### config.mk
export PLATFORM = sky130hd
export DESIGN_NAME = crc_codeword_encoder
export DESIGN_NICKNAME = d
export VERILOG_FILES = /design/src/rtl/core/crc_cw_pkg.sv /design/src/rtl/core/crc_codeword_encoder.sv
export SDC_FILE = /design/constraint.sdc
export NUM_CORES = 1
export LEC_CHECK = 0
export BUFFER_PORTS_ARGS = -buffer_cell sky130_fd_sc_hd__buf_2
export CELL_PAD_IN_SITES_DETAIL_PLACEMENT = 1
export CELL_PAD_IN_SITES_GLOBAL_PLACEMENT = 2
export CORE_MARGIN = 1.5
export CORE_UTILIZATION = 35
export CTS_CLUSTER_SIZE = 24
export DETAILED_ROUTE_END_ITERATION = 6
export GPL_ROUTABILITY_DRIVEN = 0
export PLACE_DENSITY = 0.91
export SETUP_SLACK_MARGIN = 0.15
export SYNTH_ARGS = -nofsm -noshare
export SYNTH_HDL_FRONTEND = slang
export SYNTH_SLANG_ARGS = --single-unit
### constraint.sdc
create_clock -name clk -period 9 [get_ports clk]
set_input_delay 0 -clock clk [delete_from_list [all_inputs] [get_ports clk]]
set_output_delay 0 -clock clk [all_outputs]
set_load 0.05 [all_outputs]
### src/rtl/core/crc_cw_pkg.sv
`timescale 1ns / 1ps

package crc_cw_pkg;

	// Default for the widest generator the datapath is built for
	localparam int MAX_DEGREE_DEF = 16;

	localparam int NIBBLE_BITS = 4;
	localparam int BYTE_BITS   = 8;

	// Output field widths
	localparam int FIRST_W  = 24;
	localparam int SECOND_W = 20;
	localparam int LEN_W    = 5;

	// Register file
	localparam int PADDR_W = 4;
	localparam int PDATA_W = 32;
	localparam int TAIL_W  = 16;
	localparam int DEG_W   = 5;

	localparam logic [1:0] REG_TAIL   = 2'd0;
	localparam logic [1:0] REG_DEGREE = 2'd1;
	localparam logic [1:0] REG_MODE   = 2'd2;

	localparam logic [TAIL_W-1:0] TAIL_RST   = 16'd7;
	localparam logic [DEG_W-1:0]  DEGREE_RST = 5'd3;
	localparam logic              MODE_RST   = 1'b1;

	localparam logic MODE_NIBBLE = 1'b0;
	localparam logic MODE_BYTE   = 1'b1;

	typedef struct packed {
		logic [FIRST_W-1:0]  first_codeword;
		logic [SECOND_W-1:0] second_codeword;
		logic                second_valid;
		logic [LEN_W-1:0]    codeword_length;
	} cw_result_t;

endpackage

### src/rtl/core/crc_codeword_encoder.sv
`timescale 1ns / 1ps

// Channel    | Direction | Handshake             | Payload
// -----------+-----------+-----------------------+---------------------------------------------
// byte       | in        | byte_valid/byte_ready | data_byte
// codeword   | out       | cw_valid/cw_ready     | first_codeword, second_codeword,
//            |           |                       | second_valid, codeword_length
// config     | in        | APB (psel/penable)    | paddr, pwdata, prdata (tail, degree, mode)
//
// One request per cycle while cw_ready is high; input register, then result register.
// The modulo-2 division, eight steps for a full byte, is unrolled between both registers.
// arst_n clears the valid flags and loads tail 7, degree 3, 8-bit mode.
// A stalled result only holds back the input register once that register is also full.

module crc_codeword_encoder #(
	parameter int MAX_DEGREE = crc_cw_pkg::MAX_DEGREE_DEF
) (
	input  logic                                clk,
	input  logic                                arst_n,
	// byte requests
	input  logic                                byte_valid,
	output logic                                byte_ready,
	input  logic [crc_cw_pkg::BYTE_BITS-1:0]    data_byte,
	// codeword results
	output logic                                cw_valid,
	input  logic                                cw_ready,
	output logic [crc_cw_pkg::FIRST_W-1:0]      first_codeword,
	output logic [crc_cw_pkg::SECOND_W-1:0]     second_codeword,
	output logic                                second_valid,
	output logic [crc_cw_pkg::LEN_W-1:0]        codeword_length,
	// configuration
	input  logic                                psel,
	input  logic                                penable,
	input  logic                                pwrite,
	input  logic [crc_cw_pkg::PADDR_W-1:0]      paddr,
	input  logic [crc_cw_pkg::PDATA_W-1:0]      pwdata,
	output logic [crc_cw_pkg::PDATA_W-1:0]      prdata,
	output logic                                pready
);

	// Remainder register width and width of an effective degree (1..MAX_DEGREE)
	localparam int RW = MAX_DEGREE;
	localparam int DW = $clog2(MAX_DEGREE + 1);
	// Full codeword before trimming to the output fields
	localparam int CW = crc_cw_pkg::BYTE_BITS + RW;

	// ------------------------------------------------------------------
	// Registers
	// ------------------------------------------------------------------
	logic [crc_cw_pkg::TAIL_W-1:0] generator_tail_q;
	logic [crc_cw_pkg::DEG_W-1:0]  generator_degree_q;
	logic                          dataword_mode_q;
	logic                          cfg_wr;
	logic [1:0]                    reg_idx;

	assign pready  = 1'b1;
	assign reg_idx = paddr[3:2];
	assign cfg_wr  = psel & penable & pwrite & pready;

	always_ff @(posedge clk or negedge arst_n) begin
		if (!arst_n) begin
			generator_tail_q   <= crc_cw_pkg::TAIL_RST;
			generator_degree_q <= crc_cw_pkg::DEGREE_RST;
			dataword_mode_q    <= crc_cw_pkg::MODE_RST;
		end else if (cfg_wr) begin
			case (reg_idx)
				crc_cw_pkg::REG_TAIL:   generator_tail_q   <= pwdata[crc_cw_pkg::TAIL_W-1:0];
				crc_cw_pkg::REG_DEGREE: generator_degree_q <= pwdata[crc_cw_pkg::DEG_W-1:0];
				crc_cw_pkg::REG_MODE:   dataword_mode_q    <= pwdata[0];
				default: ;
			endcase
		end
	end

	always_comb begin
		case (reg_idx)
			crc_cw_pkg::REG_TAIL:   prdata = 32'(generator_tail_q);
			crc_cw_pkg::REG_DEGREE: prdata = 32'(generator_degree_q);
			crc_cw_pkg::REG_MODE:   prdata = 32'(dataword_mode_q);
			default:                prdata = '0;
		endcase
	end

	// ------------------------------------------------------------------
	// Effective degree: zero counts as one, anything above MAX_DEGREE saturates
	// ------------------------------------------------------------------
	logic [DW-1:0] deg_eff;
	logic [DW-1:0] align_sh;   // RW - deg_eff, puts the remainder MSB at bit RW-1
	logic [RW-1:0] tail_al;

	always_comb begin
		if (generator_degree_q == '0)
			deg_eff = DW'(1);
		else if ({1'b0, generator_degree_q} > 6'(MAX_DEGREE))
			deg_eff = DW'(MAX_DEGREE);
		else
			deg_eff = DW'(generator_degree_q);
		align_sh = DW'(RW) - deg_eff;
		// the left shift also drops tail bits at or above the degree
		tail_al  = RW'(generator_tail_q) << align_sh;
	end

	// MSB-aligned LFSR division; lo_only restricts it to the low nibble
	function automatic logic [RW-1:0] div_rem(
		input logic [crc_cw_pkg::BYTE_BITS-1:0] word,
		input logic                             lo_only,
		input logic [RW-1:0]                    tail_a
	);
		logic [RW-1:0] r;
		logic          fb;
		r = '0;
		for (int i = crc_cw_pkg::BYTE_BITS - 1; i >= 0; i--) begin
			if (!lo_only || i < crc_cw_pkg::NIBBLE_BITS) begin
				fb = r[RW-1] ^ word[i];
				r  = r << 1;
				if (fb)
					r = r ^ tail_a;
			end
		end
		return r;
	endfunction

	// ------------------------------------------------------------------
	// Input register (s1) and result register (s2)
	// ------------------------------------------------------------------
	logic                             v_s1;
	logic [crc_cw_pkg::BYTE_BITS-1:0] byte_s1;
	logic                             v_s2;
	crc_cw_pkg::cw_result_t           res_s2;
	logic                             adv_s2;

	assign adv_s2     = !v_s2 || cw_ready;
	assign byte_ready = !v_s1 || adv_s2;

	always_ff @(posedge clk or negedge arst_n) begin
		if (!arst_n) begin
			v_s1 <= 1'b0;
			v_s2 <= 1'b0;
		end else begin
			if (byte_ready)
				v_s1 <= byte_valid;
			if (adv_s2)
				v_s2 <= v_s1;
		end
	end

	// Codeword datapath, s1 -> s2
	logic [crc_cw_pkg::BYTE_BITS-1:0] word_hi;
	logic [crc_cw_pkg::BYTE_BITS-1:0] word_lo;
	logic [RW-1:0]                    rem_hi;
	logic [RW-1:0]                    rem_lo;
	logic [CW-1:0]                    cw_hi;
	logic [CW-1:0]                    cw_lo;
	logic [5:0]                       len_full;
	crc_cw_pkg::cw_result_t           res_d;

	always_comb begin
		// byte mode takes the whole byte; nibble mode splits it
		if (dataword_mode_q == crc_cw_pkg::MODE_BYTE) begin
			word_hi = byte_s1;
			word_lo = '0;
		end else begin
			word_hi = {4'h0, byte_s1[7:4]};
			word_lo = {4'h0, byte_s1[3:0]};
		end
		rem_hi = div_rem(word_hi, dataword_mode_q == crc_cw_pkg::MODE_NIBBLE, tail_al) >> align_sh;
		rem_lo = div_rem(word_lo, 1'b1, tail_al) >> align_sh;
		cw_hi  = (CW'(word_hi) << deg_eff) | CW'(rem_hi);
		cw_lo  = (CW'(word_lo) << deg_eff) | CW'(rem_lo);

		if (dataword_mode_q == crc_cw_pkg::MODE_BYTE)
			len_full = 6'(crc_cw_pkg::BYTE_BITS) + 6'(deg_eff);
		else
			len_full = 6'(crc_cw_pkg::NIBBLE_BITS) + 6'(deg_eff);

		res_d.first_codeword  = crc_cw_pkg::FIRST_W'(cw_hi);
		res_d.second_valid    = (dataword_mode_q == crc_cw_pkg::MODE_NIBBLE);
		res_d.second_codeword = res_d.second_valid ? crc_cw_pkg::SECOND_W'(cw_lo) : '0;
		res_d.codeword_length = len_full[crc_cw_pkg::LEN_W-1:0];
	end

	always_ff @(posedge clk) begin
		if (byte_valid && byte_ready)
			byte_s1 <= data_byte;
		if (v_s1 && adv_s2)
			res_s2 <= res_d;
	end

	assign cw_valid        = v_s2;
	assign first_codeword  = res_s2.first_codeword;
	assign second_codeword = res_s2.second_codeword;
	assign second_valid    = res_s2.second_valid;
	assign codeword_length = res_s2.codeword_length;

	// ------------------------------------------------------------------
	// Assertions
	// ------------------------------------------------------------------
	a_accept_fills_s1: assert property (@(posedge clk) disable iff (!arst_n)
		byte_valid && byte_ready |=> v_s1)
		else $error("accepted byte did not reach the input register");

	a_full_pipe_blocks: assert property (@(posedge clk) disable iff (!arst_n)
		v_s1 && v_s2 && !cw_ready |-> !byte_ready)
		else $error("byte taken while both stages are full and stalled");

	a_s1_moves_to_s2: assert property (@(posedge clk) disable iff (!arst_n)
		v_s1 && adv_s2 |=> v_s2)
		else $error("input register advanced without filling the result register");

	a_second_zero: assert property (@(posedge clk) disable iff (!arst_n)
		cw_valid && !second_valid |-> second_codeword == '0)
		else $error("second codeword not zero in 8-bit mode");

endmodule

; ---- Yosys cells after proc, flatten, opt, wreduce, memory -nomap -nowiden
; Cells that the tools add are included.
[word_totals]
ff_bits = 82
inputBits = 51
out_inout_bits = 85
word_cells = 79
[classes]
addsub = 3
magnitude_cmp = 1
eq_ne = 2
shift = 5
n_mux = 22
bitwise = 25
reduce_logical = 11
[op_table]
columns = op, count
row1 = two-way mux 16 bit, 16
row2 = bitwise XOR 16 bit, 10
row3 = one-hot mux 16 bit (3 select lines), 1
row4 = right shift 16 x 5 -> 16 bit, 2
row5 = bitwise OR 24 x 16 -> 24 bit, 1
row6 = left shift 8 x 5 -> 24 bit, 1
row7 = bitwise OR 20 x 16 -> 20 bit, 1
row8 = left shift 4 x 5 -> 20 bit, 1
row9 = left shift 16 x 5 -> 16 bit, 1
row10 = two-way mux 5 bit, 3
row11 = bitwise XOR 1 bit, 10
row12 = two-way mux 8 bit, 1
row13 = AND reduction 2 bit, 3
row14 = "adder 3 x 5 -> 5 bit, first input constant", 1
row15 = "adder 4 x 5 -> 5 bit, first input constant", 1
row16 = "greater-than comparator 5 bit, second input constant", 1
row17 = logical NOT 5 bit, 1
row18 = "subtractor 5 bit, first input constant", 1
row19 = two-way mux 4 bit, 1
row20 = AND 1 bit, 2
row21 = "equality test 2 x 1 -> 1 bit, second input constant", 1
row22 = "equality test 2 bit, second input constant", 1
row23 = logical AND 1 bit, 2
row24 = logical NOT 1 bit, 2
row25 = 3 further kinds, 4

; ---- Depth between registers and ports, before layout
[depth]
word_depth = 26
depth_mapped = 35
ltp_nobuf = 23

; ---- Least setup slack after synthesis
; OpenSTA, ideal clock, no wires.
[synth_timing]
kind = register to register
from = register generator_degree_q[2] (netlist bit)
to = register res_s2, in the netlist first_codeword[5] (data pin)
setup_ps = 273
t_arrival_ps = 7331
t_required_ps = 8727
path_slack_ps = 1395
path_stages_with_launch = 33
path_buffers = 9
synth_period_minus_slack_ps = 7605
path_cell_list = dfrtp_1 buf_6 or4_4 buf_6 nand2_8 inv_4 clkbuf_1 clkbuf_1 clkbuf_1 buf_1 ha_1 clkbuf_1 buf_2 nand2_1 a22oi_1 o21ai_0 a21oi_1 o21ai_2 and3_1 or4_4 a22o_1 and3b_1 buf_2 o31ai_4 nand4_1 and4_1 o2111a_1 or4_1 and3_1 nand2_1 o21ai_1 a221oi_1 o211ai_1
[synth_between]
elab_chain_len = 26
word_cells_on_any_way = 35
cone_classes = add/sub (1) / order compare (1) / shift (3) / mux (14) / bitwise (15) / reduce/logical (1)
[synth_lines]
columns = item, line_no
row1 = start: declaration, crc_codeword_encoder.sv:51  ; logic [crc_cw_pkg::DEG_W-1:0] generator_degree_q;
row2 = start signal: assignment, crc_codeword_encoder.sv:63  ; generator_degree_q <= crc_cw_pkg::DEGREE_RST;
row3 = start signal: assignment, crc_codeword_encoder.sv:68  ; crc_cw_pkg::REG_DEGREE: generator_degree_q <= pwdata[crc_cw_pkg::DEG_W-1:0];
row4 = greater-than comparator 5 bit, crc_codeword_encoder.sv:94  ; else if ({1'b0, generator_degree_q} > 6'(MAX_DEGREE))
row5 = two-way mux 5 bit, crc_codeword_encoder.sv:94
row6 = two-way mux 5 bit *, crc_codeword_encoder.sv:92  ; if (generator_degree_q == '0)
row7 = subtractor 5 bit, crc_codeword_encoder.sv:98  ; align_sh = DW'(RW) - deg_eff;
row8 = left shift 16 x 5 -> 16 bit, crc_codeword_encoder.sv:100  ; tail_al = RW'(generator_tail_q) << align_sh;
row9 = two-way mux 16 bit, crc_codeword_encoder.sv:116  ; if (fb)
row10 = two-way mux 16 bit, crc_codeword_encoder.sv:113  ; if (!lo_only || i < crc_cw_pkg::NIBBLE_BITS) begin
row11 = bitwise XOR 16 bit / bitwise XOR 1 bit (equally long branches), "crc_codeword_encoder.sv:117, crc_codeword_encoder.sv:114"
row12 = [11 not listed], n/a
row13 = two-way mux 16 bit, crc_codeword_encoder.sv:116
row14 = bitwise XOR 16 bit / bitwise XOR 1 bit (equally long branches), "crc_codeword_encoder.sv:117, crc_codeword_encoder.sv:114"
row15 = two-way mux 16 bit, crc_codeword_encoder.sv:116
row16 = bitwise XOR 1 bit / bitwise XOR 16 bit (equally long branches), "crc_codeword_encoder.sv:114, crc_codeword_encoder.sv:117"
row17 = two-way mux 16 bit, crc_codeword_encoder.sv:116
row18 = right shift 16 x 5 -> 16 bit, crc_codeword_encoder.sv:166  ; rem_hi = div_rem(word_hi, dataword_mode_q == crc_cw_pkg::MODE_NIBBLE, tail_al) >> align_sh;
row19 = bitwise OR 24 x 16 -> 24 bit *, crc_codeword_encoder.sv:168  ; cw_hi = (CW'(word_hi) << deg_eff) | CW'(rem_hi);
row20 = named net cw_hi[5], crc_codeword_encoder.sv:152  ; logic [CW-1:0] cw_hi;
row21 = end signal: assignment, crc_codeword_encoder.sv:186  ; res_s2 <= res_d;
row22 = end: declaration, crc_codeword_encoder.sv:129  ; crc_cw_pkg::cw_result_t res_s2;
; The timed path passes the listed nets; every way through them passes the cells marked *.
; A chain may end at the register's enable or synchronous reset.

; ---- Final worst setup path
[layout_timing]
from = register generator_degree_q[0] (netlist bit)
to = register res_s2, in the netlist first_codeword[5] (data pin)
; The elaborated chain is that of the path after synthesis.

==> results.ini <==
[critical_path]
crit_fanout = 27
cp-start-kind = flop
worstSetupPathType = reg -> reg
worstPathArrival_ps = 8440
critical-path-slowest-cell = ha_1
crit_start = generator_degree_q[0]
worst_setup_path_end_kind = flop
timing.rr.start = generator_degree_q[0]
r2r_setup_slack_ps = 620
cpPeakStageDelay_ps = 860
r2r-end = first_codeword[5]
setup.worst_path.end = first_codeword[5]
reg2regPathDepth = 23
worstPathCellList = nand2b_1 > nand2_8 > inv_4 > ha_1 > nand2b_1 > a211oi_1 > or2_2 > o211ai_1 > and2_1 > a31oi_1 > mux2i_1 > o22ai_1 > xnor3_1 > a311oi_1 > a311oi_4 > xnor2_2 > o32ai_1 > or4_1 > and3_1 > nand2_1 > o21ai_1 > a221oi_1 > o211ai_1
worst-endpoint-required_ps = 9060

[sta]
finalCriticalPeriod_ps = 8380
setup_viol = 0
hold_ws_ps = 58.2
grt_setup_unrepaired = no
finalHoldViolations = 0
worstMarginPinSlew_ps = 1330
finalMaxSlewViolations = 0
fin_crit_sh_pct = 93.1
final.setup_skew_ps = 24.5
fmax_mhz = 119
setup_tns_ps = 0
relSlewSlack_pct = 10.9

[synthesis]
yosysWarningCount = 0
yosys.area.top_type_share_pct = 17.2
netlist.top_cell.by_area = edfxtp_1
synthTopCellsByCount = nand2_1, nor2_1, o21ai_0, xnor2_1, clkbuf_1
synth_ff_type = edfxtp_1
synth_edf_count = 58
synth_area_mm2 = 0.0101
ys_ff_latch = 82
synth_most_common_cell = nand2_1
avgSynthCellArea_um2 = 7.69
ys_seq_area_share_pct = 23.2
ys_top_cells_by_area = edfxtp_1, xnor2_1, nand2_1
postSynthCellCount = 1315
synthArstFlopShare_pct = 29.3
ys_types = 99

[routing]
drt_first_iter_violations = 1258
dr_total_vias = 11208
routed_wl_um = 42100
drt.antenna.violating_nets = 0
first_pass_iters = 5
vias_per_cell = 6.30
drc = 0
wire_per_inst_um = 23.6

[floorplan]
die_h_um = 173
core_mm2 = 0.0285
start_util_pct = 35.4
rows = 62
die_w_um = 173
io_pins = 136
die_area_mm2 = 0.0299

[clock_network]
numClockSinks = 82
clockBufferDepth = 2
cts_tree = built
htreeDepth = 3
cts_root_buf = clkbuf_16
cts_buffers = 9
insertion_delay_ps = 360
cts.clk_slew.worst_paths_ps = 80

[global_route]
grt_pass1_vias = 10986
antenna_found_initial = 1
grt_pass1_wl_um = 65100
grt_max_degree = 70
grtUsageTotal_pct = 27.7
grt_remaining_overflow = 0

[place]
dp_hpwl_um = 30200
io_buffer_count = 100

[layout]
final_util_pct = 40.4
antenna_cells = 0
nets = 1443
layout-drive-gt1-share_pct = 17.3
area_delta_synth_final_pct = 14.0

[hold_path]
hold_class = in -> reg

[outcome]
status = finished, final reports clean

[job]
cap_violations = 0

routing by layer:
layer / vias up / GRT usage (%) / wire length (um)
li1: 5003 / - / -
met1: 5540 / 36.0 / 17600
met2: 548 / 45.9 / 19600
met3: 117 / 3.67 / 3040
met4: 0 / 12.2 / 1770
met5: - / 0 / 0
worst min path at each step:
stage	startpoint	to	slack [ps]	cells past startpoint
2_1_floorplan	arst_n	cw_valid	-300	0
3_3_place_gp	arst_n	generator_tail_q[10]	5	1
6_report	penable	dataword_mode_q	60	5
5_1_grt	penable	dataword_mode_q	110	5
4_1_cts	penable	dataword_mode_q	70	5
3_5_place_dp	arst_n	generator_tail_q[10]	30	1
cells in the final DEF (no fill, tap or decap), types with 15 or more instances in the layout:
cell type | netlist | layout
buf_4 | 17 | 49
a32oi_1 | 26 | 26
nor2_1 | 152 | 151
dlygate4sd3_1 | 0 | 28
and2_1 | 30 | 29
dfrtp_1 | 18 | 18
nand2_1 | 157 | 157
mux2_2 | 23 | 23
mux2i_1 | 35 | 35
a211oi_1 | 27 | 27
buf_2 | 16 | 100
o21ai_0 | 101 | 100
conb_1 | 2 | 17
xnor2_1 | 87 | 85
o211ai_1 | 25 | 25
o22ai_1 | 15 | 15
nand3_1 | 45 | 45
nor3_1 | 21 | 20
edfxtp_1 | 58 | 58
a21oi_1 | 78 | 78
per-stage QoR:
stage	std cells	setup slack [ps]	area [um2]
after CTS	1779	810	11500
after global routing	1779	192	11500
after floorplan	1330	1400	10200
final	1779	620	11500
after detailed placement	1735	858	11000
after global placement	1735	1060	11000
layout make-up:
type                    instances  area (um2)
fillers                      3537       17000
multi-input cells            1108        7220
flip-flops and latches         82        2350
repair buffers                177        1150
well taps                     384         480
clock buffers                   9         225
clock inverters                 7        58.8
inverters                      12        50.0
worst max-delay path: cells and delay by family, from the launching register on:
kind / cells / cell delay (ps)
XOR/XNOR: 2 / 1080
adder cells (fa/ha/maj): 1 / 860
multiplexers: 1 / 160
buffers and inverters: 1 / 40
AO/OA/AOI/OAI: 10 / 2640
flip-flops: 1 / 640
AND/OR/NAND/NOR: 8 / 2640
registers in the layout, summed over array words and instances (netlist names):
register            cells
codeword_length         5
second_codeword        20
v_s1                    1
first_codeword         24
generator_degree_q      5
generator_tail_q       16
dataword_mode_q         1
cw_valid                1
second_valid            1
byte_s1                 8
cell families (layout without fill, tap and decap cells):
group / Yosys count / in the layout / synth area share (%)
and+or+nand+nor: 486 / 486 / 22.6
AOI/OAI and AO/OA: 434 / 434 / 30.1
buffers and inverters: 140 / 205 / 6.22
xor gates and xnor gates: 106 / 106 / 10.4
DFF: 82 / 82 / 23.2
muxes: 63 / 63 / 7.14
adders and majority gates: 2 / 2 / 0.247
other: 2 / 17 / 0.0742
repair_timing:
item                                    in CTS  in global routing
hold endpoints to repair                    50                  0
hold buffers                                28                  0
gates resized for setup                      0                  1
setup buffers                                0                  0
endpoints found under the setup margin       0                  4
Power is not shown: default switching activity piles up to over one toggle a cycle in this logic, so the estimate is an artifact.
